[src/rtl/lprr_pkg.sv]
`timescale 1ns / 1ps
`default_nettype none

package lprr_pkg;

  localparam logic OP_PUSH = 1'b0;
  localparam logic OP_READ = 1'b1;

  localparam logic [2:0] ST_STORED    = 3'd0;
  localparam logic [2:0] ST_FULL      = 3'd1;
  localparam logic [2:0] ST_DELIVERED = 3'd2;
  localparam logic [2:0] ST_EMPTY     = 3'd3;
  localparam logic [2:0] ST_BADLEN    = 3'd4;

  localparam int PADDR_W      = 3;
  localparam int PREFIX_BYTES = 4;

  typedef struct packed {
    logic       is_read;
    logic [7:0] data;
  } item_t;

  typedef enum logic [1:0] {
    S_IDLE,
    S_EXEC,
    S_PFX,
    S_DATA
  } back_state_t;

endpackage

`default_nettype wire

[src/rtl/lprr_front.sv]
`timescale 1ns / 1ps
`default_nettype none

module lprr_front (
  input  wire logic          clk,
  input  wire logic          rst,
  input  wire logic          in_valid,
  output logic               in_ready,
  input  wire logic          op,
  input  wire logic [7:0]    byte_in,
  output logic               q_valid,
  output lprr_pkg::item_t    q_item,
  input  wire logic          q_pop
);
  import lprr_pkg::*;

  item_t      entries [2];
  logic       wr_ptr;
  logic       rd_ptr;
  logic [1:0] count;
  logic       push;

  assign in_ready = (count != 2'd2);
  assign push     = in_valid && in_ready;
  assign q_valid  = (count != 2'd0);
  assign q_item   = entries[rd_ptr];

  always_ff @(posedge clk) begin
    if (push) begin
      entries[wr_ptr].is_read <= (op == OP_READ);
      entries[wr_ptr].data    <= byte_in;
    end
  end

  always_ff @(posedge clk) begin
    if (rst) begin
      wr_ptr <= 1'b0;
      rd_ptr <= 1'b0;
      count  <= 2'd0;
    end else begin
      if (push) begin
        wr_ptr <= ~wr_ptr;
      end
      if (q_pop && q_valid) begin
        rd_ptr <= ~rd_ptr;
      end
      if (push && !(q_pop && q_valid)) begin
        count <= count + 2'd1;
      end else if (!push && q_pop && q_valid) begin
        count <= count - 2'd1;
      end
    end
  end

endmodule

`default_nettype wire

[src/rtl/lprr_back.sv]
`timescale 1ns / 1ps
`default_nettype none

module lprr_back #(
  parameter int RING_BYTES = 256,
  parameter int MAX_RECORD = 140
) (
  input  wire logic          clk,
  input  wire logic          rst,
  input  wire logic          prefix_mode,
  input  wire logic          q_valid,
  input  wire lprr_pkg::item_t q_item,
  output logic               q_pop,
  output logic               out_valid,
  input  wire logic          out_ready,
  output logic [31:0]        data_word,
  output logic [2:0]         byte_count,
  output logic [7:0]         record_length,
  output logic [2:0]         status,
  output logic               last
);
  import lprr_pkg::*;

  localparam int PTR_W  = $clog2(RING_BYTES);
  localparam int FILL_W = $clog2(RING_BYTES + 1);
  localparam logic [PTR_W-1:0] PTR_LAST = PTR_W'(RING_BYTES - 1);

  logic [7:0] ring_mem [RING_BYTES];
  logic [7:0] mem_q;

  back_state_t       state, state_next;
  item_t             cur, cur_next;
  logic [PTR_W-1:0]  rd_ptr, rd_ptr_next;
  logic [PTR_W-1:0]  wr_ptr, wr_ptr_next;
  logic [PTR_W-1:0]  wk, wk_next, wk_adv, wr_adv;
  logic [FILL_W-1:0] fill, fill_next;
  logic [1:0]        pidx, pidx_next;
  logic [23:0]       len_lo, len_lo_next;
  logic [7:0]        rem, rem_next;
  logic [7:0]        rlen, rlen_next;
  logic [8:0]        take, take_next;
  logic [31:0]       acc, acc_next;
  logic [1:0]        bidx, bidx_next;

  logic        mem_we;
  logic        can_emit;
  logic        emit;
  logic [31:0] e_word;
  logic [2:0]  e_cnt;
  logic [7:0]  e_len;
  logic [2:0]  e_st;
  logic        e_last;

  logic [31:0] fill32;
  logic [31:0] avail;
  logic [31:0] len32;
  logic [7:0]  n_fixed;
  logic [7:0]  n_pfx;
  logic [2:0]  gs;
  logic [31:0] merged;

  assign wk_adv   = (wk == PTR_LAST) ? '0 : wk + 1'b1;
  assign wr_adv   = (wr_ptr == PTR_LAST) ? '0 : wr_ptr + 1'b1;
  assign can_emit = !out_valid || out_ready;
  assign fill32   = 32'(fill);
  assign avail    = fill32 - 32'(PREFIX_BYTES);
  assign len32    = {mem_q, len_lo};
  assign n_fixed  = (fill32 > 32'(MAX_RECORD)) ? 8'(MAX_RECORD) : fill[7:0];
  assign n_pfx    = (len32 < avail) ? len32[7:0] : avail[7:0];
  assign gs       = (rem >= 8'd4) ? 3'd4 : rem[2:0];

  always_comb begin
    merged = acc;
    case (bidx)
      2'd0:    merged[7:0]   = mem_q;
      2'd1:    merged[15:8]  = mem_q;
      2'd2:    merged[23:16] = mem_q;
      default: merged[31:24] = mem_q;
    endcase
  end

  always_ff @(posedge clk) begin
    if (mem_we) begin
      ring_mem[wr_ptr] <= cur.data;
    end
    mem_q <= ring_mem[wk_next];
  end

  always_comb begin
    state_next  = state;
    cur_next    = cur;
    rd_ptr_next = rd_ptr;
    wr_ptr_next = wr_ptr;
    wk_next     = wk;
    fill_next   = fill;
    pidx_next   = pidx;
    len_lo_next = len_lo;
    rem_next    = rem;
    rlen_next   = rlen;
    take_next   = take;
    acc_next    = acc;
    bidx_next   = bidx;
    q_pop       = 1'b0;
    mem_we      = 1'b0;
    emit        = 1'b0;
    e_word      = '0;
    e_cnt       = '0;
    e_len       = '0;
    e_st        = ST_STORED;
    e_last      = 1'b1;

    case (state)
      S_IDLE: begin
        wk_next = rd_ptr;
        if (q_valid) begin
          q_pop      = 1'b1;
          cur_next   = q_item;
          state_next = S_EXEC;
        end
      end

      S_EXEC: begin
        if (can_emit) begin
          if (!cur.is_read) begin
            emit       = 1'b1;
            state_next = S_IDLE;
            if (fill32 == 32'(RING_BYTES)) begin
              e_st = ST_FULL;
            end else begin
              mem_we      = 1'b1;
              wr_ptr_next = wr_adv;
              fill_next   = fill + 1'b1;
            end
          end else if (prefix_mode) begin
            if (fill32 <= 32'(PREFIX_BYTES)) begin
              emit       = 1'b1;
              e_st       = ST_EMPTY;
              state_next = S_IDLE;
            end else begin
              pidx_next  = 2'd0;
              state_next = S_PFX;
            end
          end else if (fill32 == 32'd0) begin
            emit       = 1'b1;
            e_st       = ST_EMPTY;
            state_next = S_IDLE;
          end else begin
            rem_next   = n_fixed;
            rlen_next  = n_fixed;
            take_next  = 9'(n_fixed);
            acc_next   = '0;
            bidx_next  = 2'd0;
            state_next = S_DATA;
          end
        end
      end

      S_PFX: begin
        if (pidx != 2'd3) begin
          case (pidx)
            2'd0:    len_lo_next[7:0]   = mem_q;
            2'd1:    len_lo_next[15:8]  = mem_q;
            default: len_lo_next[23:16] = mem_q;
          endcase
          pidx_next = pidx + 2'd1;
          wk_next   = wk_adv;
        end else if (can_emit) begin
          if (len32 > 32'(MAX_RECORD)) begin
            emit       = 1'b1;
            e_st       = ST_BADLEN;
            state_next = S_IDLE;
          end else if (n_pfx == 8'd0) begin
            emit        = 1'b1;
            e_st        = ST_DELIVERED;
            rd_ptr_next = wk_adv;
            wk_next     = wk_adv;
            fill_next   = FILL_W'(fill32 - 32'(PREFIX_BYTES));
            state_next  = S_IDLE;
          end else begin
            rem_next   = n_pfx;
            rlen_next  = n_pfx;
            take_next  = 9'(n_pfx) + 9'(PREFIX_BYTES);
            acc_next   = '0;
            bidx_next  = 2'd0;
            wk_next    = wk_adv;
            state_next = S_DATA;
          end
        end
      end

      S_DATA: begin
        if ((3'(bidx) + 3'd1) == gs) begin
          if (can_emit) begin
            emit      = 1'b1;
            e_word    = merged;
            e_cnt     = gs;
            e_len     = rlen;
            e_st      = ST_DELIVERED;
            e_last    = (rem <= 8'd4);
            wk_next   = wk_adv;
            rem_next  = rem - 8'(gs);
            acc_next  = '0;
            bidx_next = 2'd0;
            if (rem <= 8'd4) begin
              rd_ptr_next = wk_adv;
              fill_next   = FILL_W'(fill32 - 32'(take));
              state_next  = S_IDLE;
            end
          end
        end else begin
          acc_next  = merged;
          bidx_next = bidx + 2'd1;
          wk_next   = wk_adv;
        end
      end

      default: begin
        state_next = S_IDLE;
      end
    endcase
  end

  always_ff @(posedge clk) begin
    if (rst) begin
      state     <= S_IDLE;
      rd_ptr    <= '0;
      wr_ptr    <= '0;
      wk        <= '0;
      fill      <= '0;
      out_valid <= 1'b0;
    end else begin
      state  <= state_next;
      rd_ptr <= rd_ptr_next;
      wr_ptr <= wr_ptr_next;
      wk     <= wk_next;
      fill   <= fill_next;
      if (emit) begin
        out_valid <= 1'b1;
      end else if (out_ready) begin
        out_valid <= 1'b0;
      end
    end
  end

  always_ff @(posedge clk) begin
    cur    <= cur_next;
    pidx   <= pidx_next;
    len_lo <= len_lo_next;
    rem    <= rem_next;
    rlen   <= rlen_next;
    take   <= take_next;
    acc    <= acc_next;
    bidx   <= bidx_next;
    if (emit) begin
      data_word     <= e_word;
      byte_count    <= e_cnt;
      record_length <= e_len;
      status        <= e_st;
      last          <= e_last;
    end
  end

endmodule

`default_nettype wire

[src/rtl/length_prefixed_record_ring_core.sv]
// Record ring with a byte push channel and a record read channel sharing one input.
// Each input item (op, byte_in) is taken on in_valid and in_ready into a two-entry
// queue. An op of 0 stores byte_in; an op of 1 reads one record. Every item yields
// one or more result items on the out channel (data_word, byte_count,
// record_length, status, last), and last marks the final one of each item.
// The APB register at address 0 selects length-prefix mode in bit 0.
// A push passes through the idle and execute states of the execution unit. A read
// also passes the prefix state in prefix mode and then the data state, where the
// ring memory gives one byte per cycle through its single read port while the
// output is not stalled. A read that delivers nothing or fails skips the data state.
// Reset empties the ring, clears the queue and out_valid, and sets
// fixed mode. Stored bytes keep no reset value.
// When the receiver holds out_ready low, the output register keeps its item and
// the execution unit stops; the input queue keeps taking items until it is full.
`timescale 1ns / 1ps
`default_nettype none

module length_prefixed_record_ring_core #(
  parameter int RING_BYTES = 256,
  parameter int MAX_RECORD = 140
) (
  input  wire logic                        clk,
  input  wire logic                        rst,
  input  wire logic                        in_valid,
  output logic                             in_ready,
  input  wire logic                        op,
  input  wire logic [7:0]                  byte_in,
  output logic                             out_valid,
  input  wire logic                        out_ready,
  output logic [31:0]                      data_word,
  output logic [2:0]                       byte_count,
  output logic [7:0]                       record_length,
  output logic [2:0]                       status,
  output logic                             last,
  input  wire logic                        psel,
  input  wire logic                        penable,
  input  wire logic                        pwrite,
  input  wire logic [lprr_pkg::PADDR_W-1:0] paddr,
  input  wire logic [31:0]                 pwdata,
  output logic [31:0]                      prdata,
  output logic                             pready
);
  import lprr_pkg::*;

  logic  prefix_mode;
  logic  mode_sel;
  logic  q_valid;
  logic  q_pop;
  item_t q_item;

  assign pready   = 1'b1;
  assign mode_sel = !paddr[2];
  assign prdata   = mode_sel ? {31'd0, prefix_mode} : 32'd0;

  always_ff @(posedge clk) begin
    if (rst) begin
      prefix_mode <= 1'b0;
    end else if (psel && penable && pwrite && pready && mode_sel) begin
      prefix_mode <= pwdata[0];
    end
  end

  lprr_front u_front (
    .clk      (clk),
    .rst      (rst),
    .in_valid (in_valid),
    .in_ready (in_ready),
    .op       (op),
    .byte_in  (byte_in),
    .q_valid  (q_valid),
    .q_item   (q_item),
    .q_pop    (q_pop)
  );

  lprr_back #(
    .RING_BYTES (RING_BYTES),
    .MAX_RECORD (MAX_RECORD)
  ) u_back (
    .clk           (clk),
    .rst           (rst),
    .prefix_mode   (prefix_mode),
    .q_valid       (q_valid),
    .q_item        (q_item),
    .q_pop         (q_pop),
    .out_valid     (out_valid),
    .out_ready     (out_ready),
    .data_word     (data_word),
    .byte_count    (byte_count),
    .record_length (record_length),
    .status        (status),
    .last          (last)
  );

endmodule

`default_nettype wire

[config.mk]
export PLATFORM = sky130hd
export DESIGN_NAME = length_prefixed_record_ring_core
export DESIGN_NICKNAME = d
export VERILOG_FILES = /design/src/rtl/lprr_pkg.sv /design/src/rtl/lprr_front.sv /design/src/rtl/lprr_back.sv /design/src/rtl/length_prefixed_record_ring_core.sv
export SDC_FILE = /design/constraint.sdc
export NUM_CORES = 2
export LEC_CHECK = 0
export BUFFER_PORTS_ARGS = -buffer_cell sky130_fd_sc_hd__buf_2
export CORE_ASPECT_RATIO = 0.9
export CORE_UTILIZATION = 55
export DETAILED_ROUTE_END_ITERATION = 10
export PLACE_DENSITY = 0.81
export RECOVER_POWER = 25
export REMOVE_ABC_BUFFERS = 1
export SETUP_SLACK_MARGIN = 0.05
export SLEW_MARGIN = 20
export SYNTH_ARGS = -nofsm -noshare
export SYNTH_HDL_FRONTEND = slang
export SYNTH_HIERARCHICAL = 1
export SYNTH_SLANG_ARGS = --single-unit
[constraint.sdc]
create_clock -name clk -period 7.6 [get_ports clk]
set_input_delay 1.14 -clock clk [delete_from_list [all_inputs] [get_ports clk]]
set_output_delay 1.14 -clock clk [all_outputs]
set_load 0.05 [all_outputs]
# Yosys cells after proc, flatten, opt, wreduce, memory -nomap -nowiden
# Memories as Yosys holds them, arrays and structs flattened. A register that Yosys moved wholly into a read port is not among the register bits.
# Index checks and enable logic that the tools add are counted.
totals:
  reg_bits: 173
  ramBits: 2066
  inputBits: 51
  out_inout_bits: 82
  wordCells: 256
  memories: 2
classes:
  n_addsub: 12
  order_cmp: 6
  eq_ne: 31
  muxes: 137
  bitwise: 5
  reduce_logical: 39
memory_table:
  columns: ["name", "depth", "word_bits", "read_ports", "rd_ports_with_merged_regs", "wr", "line_no", "text"]
  rows:
  - ["u_back.ring_mem", 256, 8, 1, 1, 1, "lprr_back.sv:28", "logic [7:0] ring_mem [RING_BYTES];"]
  - ["u_front.entries", 2, 9, 1, 1, 1, "lprr_front.sv:17", "item_t entries [2];"]
op_table:
  columns: ["cell", "n"]
  rows:
  - ["$mux 32", 10]
  - ["$mux 8", 30]
  - ["$mux 9", 18]
  - ["$pmux 32 s3", 1]
  - ["$mux 2", 34]
  - ["$pmux 8 s3", 2]
  - ["$gt 32x8->1 const B", 1]
  - ["$logic_not 32->1", 1]
  - ["$lt 32x32->1", 1]
  - ["$pmux 8 s2", 2]
  - ["$pmux 9 s3", 1]
  - ["$mux 1", 25]
  - ["$mux 3", 8]
  - ["$ne 2x2->1 const B", 12]
  - ["$reduce_and 11->1", 2]
  - ["$pmux 9 s2", 1]
  - ["$add 8x1->8 const B", 2]
  - ["$eq 8x8->1 const B", 2]
  - ["$ne 2x1->1 const B", 8]
  - ["$reduce_and 3->1", 4]
  - ["$reduce_and 10->1", 1]
  - ["$reduce_bool 2->1", 5]
  - ["$sub 9x3->10 const B", 1]
  - ["$add 8x3->9 const B", 1]
  - ["other kinds (35)", 57]

# Longest topological paths before layout
depth:
  word_depth: 10
  depth_mapped: 22
  mapped_depth_nobuf: 20

# By module
# Netlist, hierarchy kept.
by_module_without_submodules:
  columns: ["module", "instances", "cells_per_inst", "area_per_inst_um2", "seq_area_each_um2"]
  rows:
  - ["lprr_back", 1, 4353, 87300.0, 66553.8]
  - ["lprr_front", 1, 55, 883.3, 640.6]
  - ["length_prefixed_record_ring_core", 1, 40, 309.0, 20.0]

# Worst setup path after synthesis
# OpenSTA, ideal clock, no wires.
synth_timing:
  path_type: "flip-flop to flip-flop"
  start: "reg u_back.fill[4]"
  end: "reg u_back.byte_count[0], enable pin"
  setup_ns: 0.467
  arrival_ns: 6.430
  t_required_ns: 7.133
  path_slack_ns: 0.703
  path_stages_with_launch: 20
  path_buffers: 1
  period_less_slack_ns: 6.897
  path_cell_list: "dfxtp_1 -> clkbuf_1 -> nor3_1 -> nand3_1 -> ha_1 -> a21o_1 -> a21o_1 -> a21o_1 -> a21o_1 -> a21o_1 -> a21o_1 -> a21o_1 -> nor3_1 -> a21oi_1 -> inv_1 -> ha_1 -> inv_1 -> a21oi_1 -> o211ai_1 -> a21oi_1"
synth_via:
  elab_chain_len: 9
  elab_cells_between_ends: 16
  cone_classes: "add/sub (1); order compare (2); mux (11); reduce/logical (2)"
synth_lines:
  columns: ["item", "line_no", "text"]
  rows:
  - ["start, declared", "lprr_back.sv:36", "logic [FILL_W-1:0] fill, fill_next;"]
  - ["start signal, assigned", "lprr_back.sv:236", "fill <= fill_next;"]
  - ["$sub 9x3->10", "lprr_back.sv:66", "assign avail = fill32 - 32'(PREFIX_BYTES);"]
  - ["$lt 32x32->1", "lprr_back.sv:69", "assign n_pfx = (len32 < avail) ? len32[7:0] : avail[7:0];"]
  - ["$mux 8", "lprr_back.sv:69", null]
  - ["$logic_not 8->1", "lprr_back.sv:172", "end else if (n_pfx == 8'd0) begin"]
  - ["$mux 1", "lprr_back.sv:172", null]
  - ["$mux 1", "lprr_back.sv:168", "if (len32 > 32'(MAX_RECORD)) begin"]
  - ["$mux 1", "lprr_back.sv:167", "end else if (can_emit) begin"]
  - ["$mux 1", "lprr_back.sv:159", "if (pidx != 2'd3) begin"]
  - ["$pmux 1 s3 (*)", "lprr_back.sv:112", "case (state)"]
  - ["via u_back.emit", "lprr_back.sv:47", "logic emit;"]
  - ["end signal, assigned", "lprr_back.sv:256", "byte_count <= e_cnt;"]
  - ["end, declared", "lprr_back.sv:17", "output logic [2:0] byte_count,"]
# The timed path passes the listed nets; every way through them passes the cells marked *.
# A chain may end at the register's enable or synchronous reset.

# Worst setup path in the final report
layout_timing:
  start: "reg u_back/cur[7] in the netlist's numbering"
  end: "mem u_back.ring_mem[32][7] (data pin)"
layout_lines:
  columns: ["item", "line_no", "text"]
  rows:
  - ["start, declared", "lprr_back.sv:32", "item_t cur, cur_next;"]
  - ["start signal, assigned", "lprr_back.sv:246", "cur <= cur_next;"]
  - ["end, declared", "lprr_back.sv:28", null]
# Straight into the memory's write port.

==> reports/metrics.json <==
{
  "die": {
    "floorplan.io_pins": 133,
    "fp.dieH_um": 383,
    "core_region_area_um2": 160000,
    "die-width_um": 425,
    "floorplan.die_area_um2": 163000,
    "floorplan.initialDensity_pct": 55.4,
    "placementRows": 139
  },
  "detailed_routing": {
    "ant_nets": 0,
    "route.final.wire_length_um": 222000,
    "post-route-drc-count": 0,
    "routed-via-count": 47300,
    "detail_route.first_pass.iterations": 8,
    "drt-wirelength-per-cell_um": 32.3,
    "ratio_of_routed_vias_to_standard_cells": 6.87,
    "dr.first_iter.drc_count": 7225
  },
  "timing": {
    "timing.final.crit_share_pct": 90.7,
    "finalHoldViolCount": 0,
    "setup_violation_total_in_the_final_timing_report": 0,
    "final_slew_viol_count": 1500,
    "timing.hold.ws_ns": 0.491,
    "timing_worst_slew_pin_value_ns": 4.67,
    "setup_repair_after_global_routing_missed_its_margin": "no",
    "clock.fmax_ghz": 0.145,
    "slew_margin_rel_pct": -211,
    "finalWorstPathRequiredPeriod_ns": 6.89,
    "clock-skew-final_ns": 0.0634
  },
  "synth": {
    "synth_top_area_share_pct": 74.8,
    "netlist_instances": 4448,
    "synthSimpleGateAreaFrac_pct": 3.87,
    "asyncSetResetFlopFracSynth_pct": 0,
    "synth.avg_cell_area_um2": 19.9,
    "synth_enable_flop_cells": 2205,
    "yosys.area_share.xor_xnor_pct": 0.228,
    "synth_top_family_by_area": "multiplexers",
    "synth.ff_latch_count": 2255,
    "synthMuxAreaShare_pct": 13.7,
    "synth.largest_area_cell": "sky130_fd_sc_hd__edfxtp_1",
    "yosysUniqueCellTypes": 70,
    "synth_area_in_adders_pct": 0.885,
    "syn_area_um2": 88500,
    "synth-compound-area-share_pct": 3.79,
    "synth.area.top_cells": "sky130_fd_sc_hd__edfxtp_1 (75%), sky130_fd_sc_hd__mux4_2 (13%), sky130_fd_sc_hd__a22oi_1 (2.2%)",
    "yosysWarningCount": 6,
    "yosys_most_used_dff": "sky130_fd_sc_hd__edfxtp_1",
    "synth_seq_area_share_pct": 76.0
  },
  "clocking": {
    "max-clock-path-buffers": 3,
    "post_cts_setup_buffer_count": 0,
    "cts_tree": "built",
    "cts.sinks": 2255,
    "ctsResizeCount": 0,
    "htree_num_levels": 4,
    "clkLatencyLatePin_ns": 0.87,
    "cts_hold_buffers": 0,
    "clk_pin_slew_worst_paths_ns": 0.06,
    "clk_root_buffer_cell": "sky130_fd_sc_hd__clkbuf_16",
    "clock_buffers_created_by_tritoncts": 202
  },
  "setup_path": {
    "critical_path_required_ns": 7.66,
    "crit_path_cell_trace": "clkbuf_1, clkbuf_2",
    "critPathMaxFanout": 184,
    "worstPathBufferInverterCount": 2,
    "timing.critical_path.max_delay_family": "buffers and inverters",
    "setup.worst_path.class": "reg2reg",
    "critPathCaptureType": "flip-flop",
    "arrival_ns": 6.95,
    "cpPeakStageDelay_ns": 3.08,
    "cp_slowest_cell": "sky130_fd_sc_hd__clkbuf_2",
    "start_kind": "flip-flop"
  },
  "pwr": {
    "power_report.internal_total_w": 0.0215,
    "fin_total_pwr_w": 0.0289,
    "power.sequential.fraction_pct": 51.6,
    "power.switching_w": 0.00749,
    "max-vdd-ir-drop_mv": 0.291,
    "power_density_nw_per_um2": 295,
    "power_frac_clock_pct": 35.5,
    "net_sw_share_pct": 25.9,
    "power_frac_comb_pct": 13.0,
    "static-leakage-power_nw": 31.4
  },
  "grt": {
    "grt_first_pass_wirelength_um": 319000,
    "vias_in_the_first_global_route": 46600,
    "track_usage_pct": 27.2,
    "grt_antenna_before_repair": 6,
    "maximum_number_of_pins_on_one_net_before_global_route_repair": 186,
    "overflow": 0
  },
  "run": {
    "drv_cap": 15
  },
  "layout": {
    "layout.cells.non_filler": 6879,
    "final_util_pct": 61.5,
    "layout.nets": 4696,
    "syn2layout_area_growth_pct": 11.0,
    "stdcell_area_um2": 98200,
    "most-common-layout-cells": "sky130_fd_sc_hd__edfxtp_1 (2205), sky130_fd_sc_hd__mux4_2 (512), sky130_fd_sc_hd__nor2_1 (402), sky130_fd_sc_hd__a22oi_1 (261), sky130_fd_sc_hd__clkbuf_16 (205)",
    "final_common_cell": "sky130_fd_sc_hd__edfxtp_1",
    "drive_above_1_share_pct": 21.2
  },
  "status": {
    "outcome": "finished, violations left",
    "violations": "max-capacitance violations, max-slew violations"
  },
  "placement": {
    "placement.io_buffers": 67,
    "detailed_place_hpwl_um": 126000,
    "post_dp_cell_area_um2": 91600,
    "post-place-cells": 6491,
    "gp_congestion": 0.907
  },
  "min_path": {
    "hold_class": "reg2reg"
  }
}
kinds of logic after synthesis:
group           Yosys count
compound gates          476
xor+xnor                 23
fa+ha+maj                62
buf+inv                 311
flops                  2255
mux                     568
other cells               4
simple gates            749
sequential cells by signal, indices dropped and copies added, names as in the netlist, 9 cells and up, named ones only:
name and flops:
u_back/acc 32, u_back/data_word 32, u_front/entries 18, u_back/len_lo 24, u_back/cur 9, u_back/fill 9
u_back/ring_mem 2048
routing by layer:
metal | track usage, % | share of wire (%) | wire, µm
met5 | 0 | 0.032 | 70
met4 | 11.8 | 4.7 | 10500
met3 | 6.95 | 13 | 28200
met2 | 42.8 | 48 | 106000
met1 | 36.2 | 35 | 77300
power by group through the flow:
stage	Sequential [W]	Clock [W]	Combinational [W]
final	0.0149	0.0103	0.00375
after global routing	0.0150	0.0108	0.00395
after CTS	0.0148	0.0104	0.00371
after detailed placement	0.0151	0	0.00366
after global placement	0.0151	0	0.00352
after floorplan	0.0157	0	0.00231
final timing paths:
check | startpoint | end | slack (ns) | cells after the start
max | u_back/cur[7]$_DFFE_PP_ | u_back/ring_mem[32][7]$_DFFE_PP_ | 0.71 | 2
min | u_back/rd_ptr[5]$_SDFFE_PP0P_ | u_back/rd_ptr[5]$_SDFFE_PP0P_ | 0.49 | 2
max reg2reg | u_back/cur[7]$_DFFE_PP_ | u_back/ring_mem[32][7]$_DFFE_PP_ | 0.71 | 2
min reg2reg | u_back/rd_ptr[5]$_SDFFE_PP0P_ | u_back/rd_ptr[5]$_SDFFE_PP0P_ | 0.49 | 2
worst reg2reg max path, stage by stage (launching register included):
cell	delay, ns
sky130_fd_sc_hd__edfxtp_1	0.32
sky130_fd_sc_hd__clkbuf_1	2.47
sky130_fd_sc_hd__clkbuf_2	3.11
stage by stage:
stage	TNS [ns]	worst slack, ns
2_1_floorplan	-620.61	-67.59
3_3_place_gp	0	1.07
3_5_place_dp	0	1.04
4_1_cts	0	1.18
5_1_grt	0	0.467
6_report	0	0.710
cell type report:
cell class / count / area, µm²
Clock inverter: 121 / 1260
Tap cell: 2115 / 2650
Multi-Input combinational cell: 1912 / 20200
Fill cell: 10400 / 61500
Clock buffer: 260 / 5380
Timing Repair Buffer: 184 / 1410
Inverter: 28 / 105
Antenna cell: 4 / 10.0
Sequential cell: 2255 / 67200
synthesized netlist by cell type, drive strengths merged, types with 3 or more instances:
cell and n:
edfxtp 2205, mux4 512, nor2 409, a22oi 261, buf 145, clkbuf 138, nand2 76, nand4 75
o21ai 63, ha 61, dfxtp 50, a21oi 49, mux2i 40, nand3 36, nor3 32, inv 27
a21o 26, and3 24, nand2b 21, mux2 16, nor2b 15, nor4 15, and2 13, xnor2 13
or2 10, or3 10, xor2 10, o2111ai 9, o211ai 8, a211oi 7, a221oi 7, a311oi 6
nand3b 5, a31oi 4, conb 4, o31ai 4, a21boi 3, a221o 3, a222oi 3, nor3b 3
o31a 3
(Power assumes the default switching activity.)
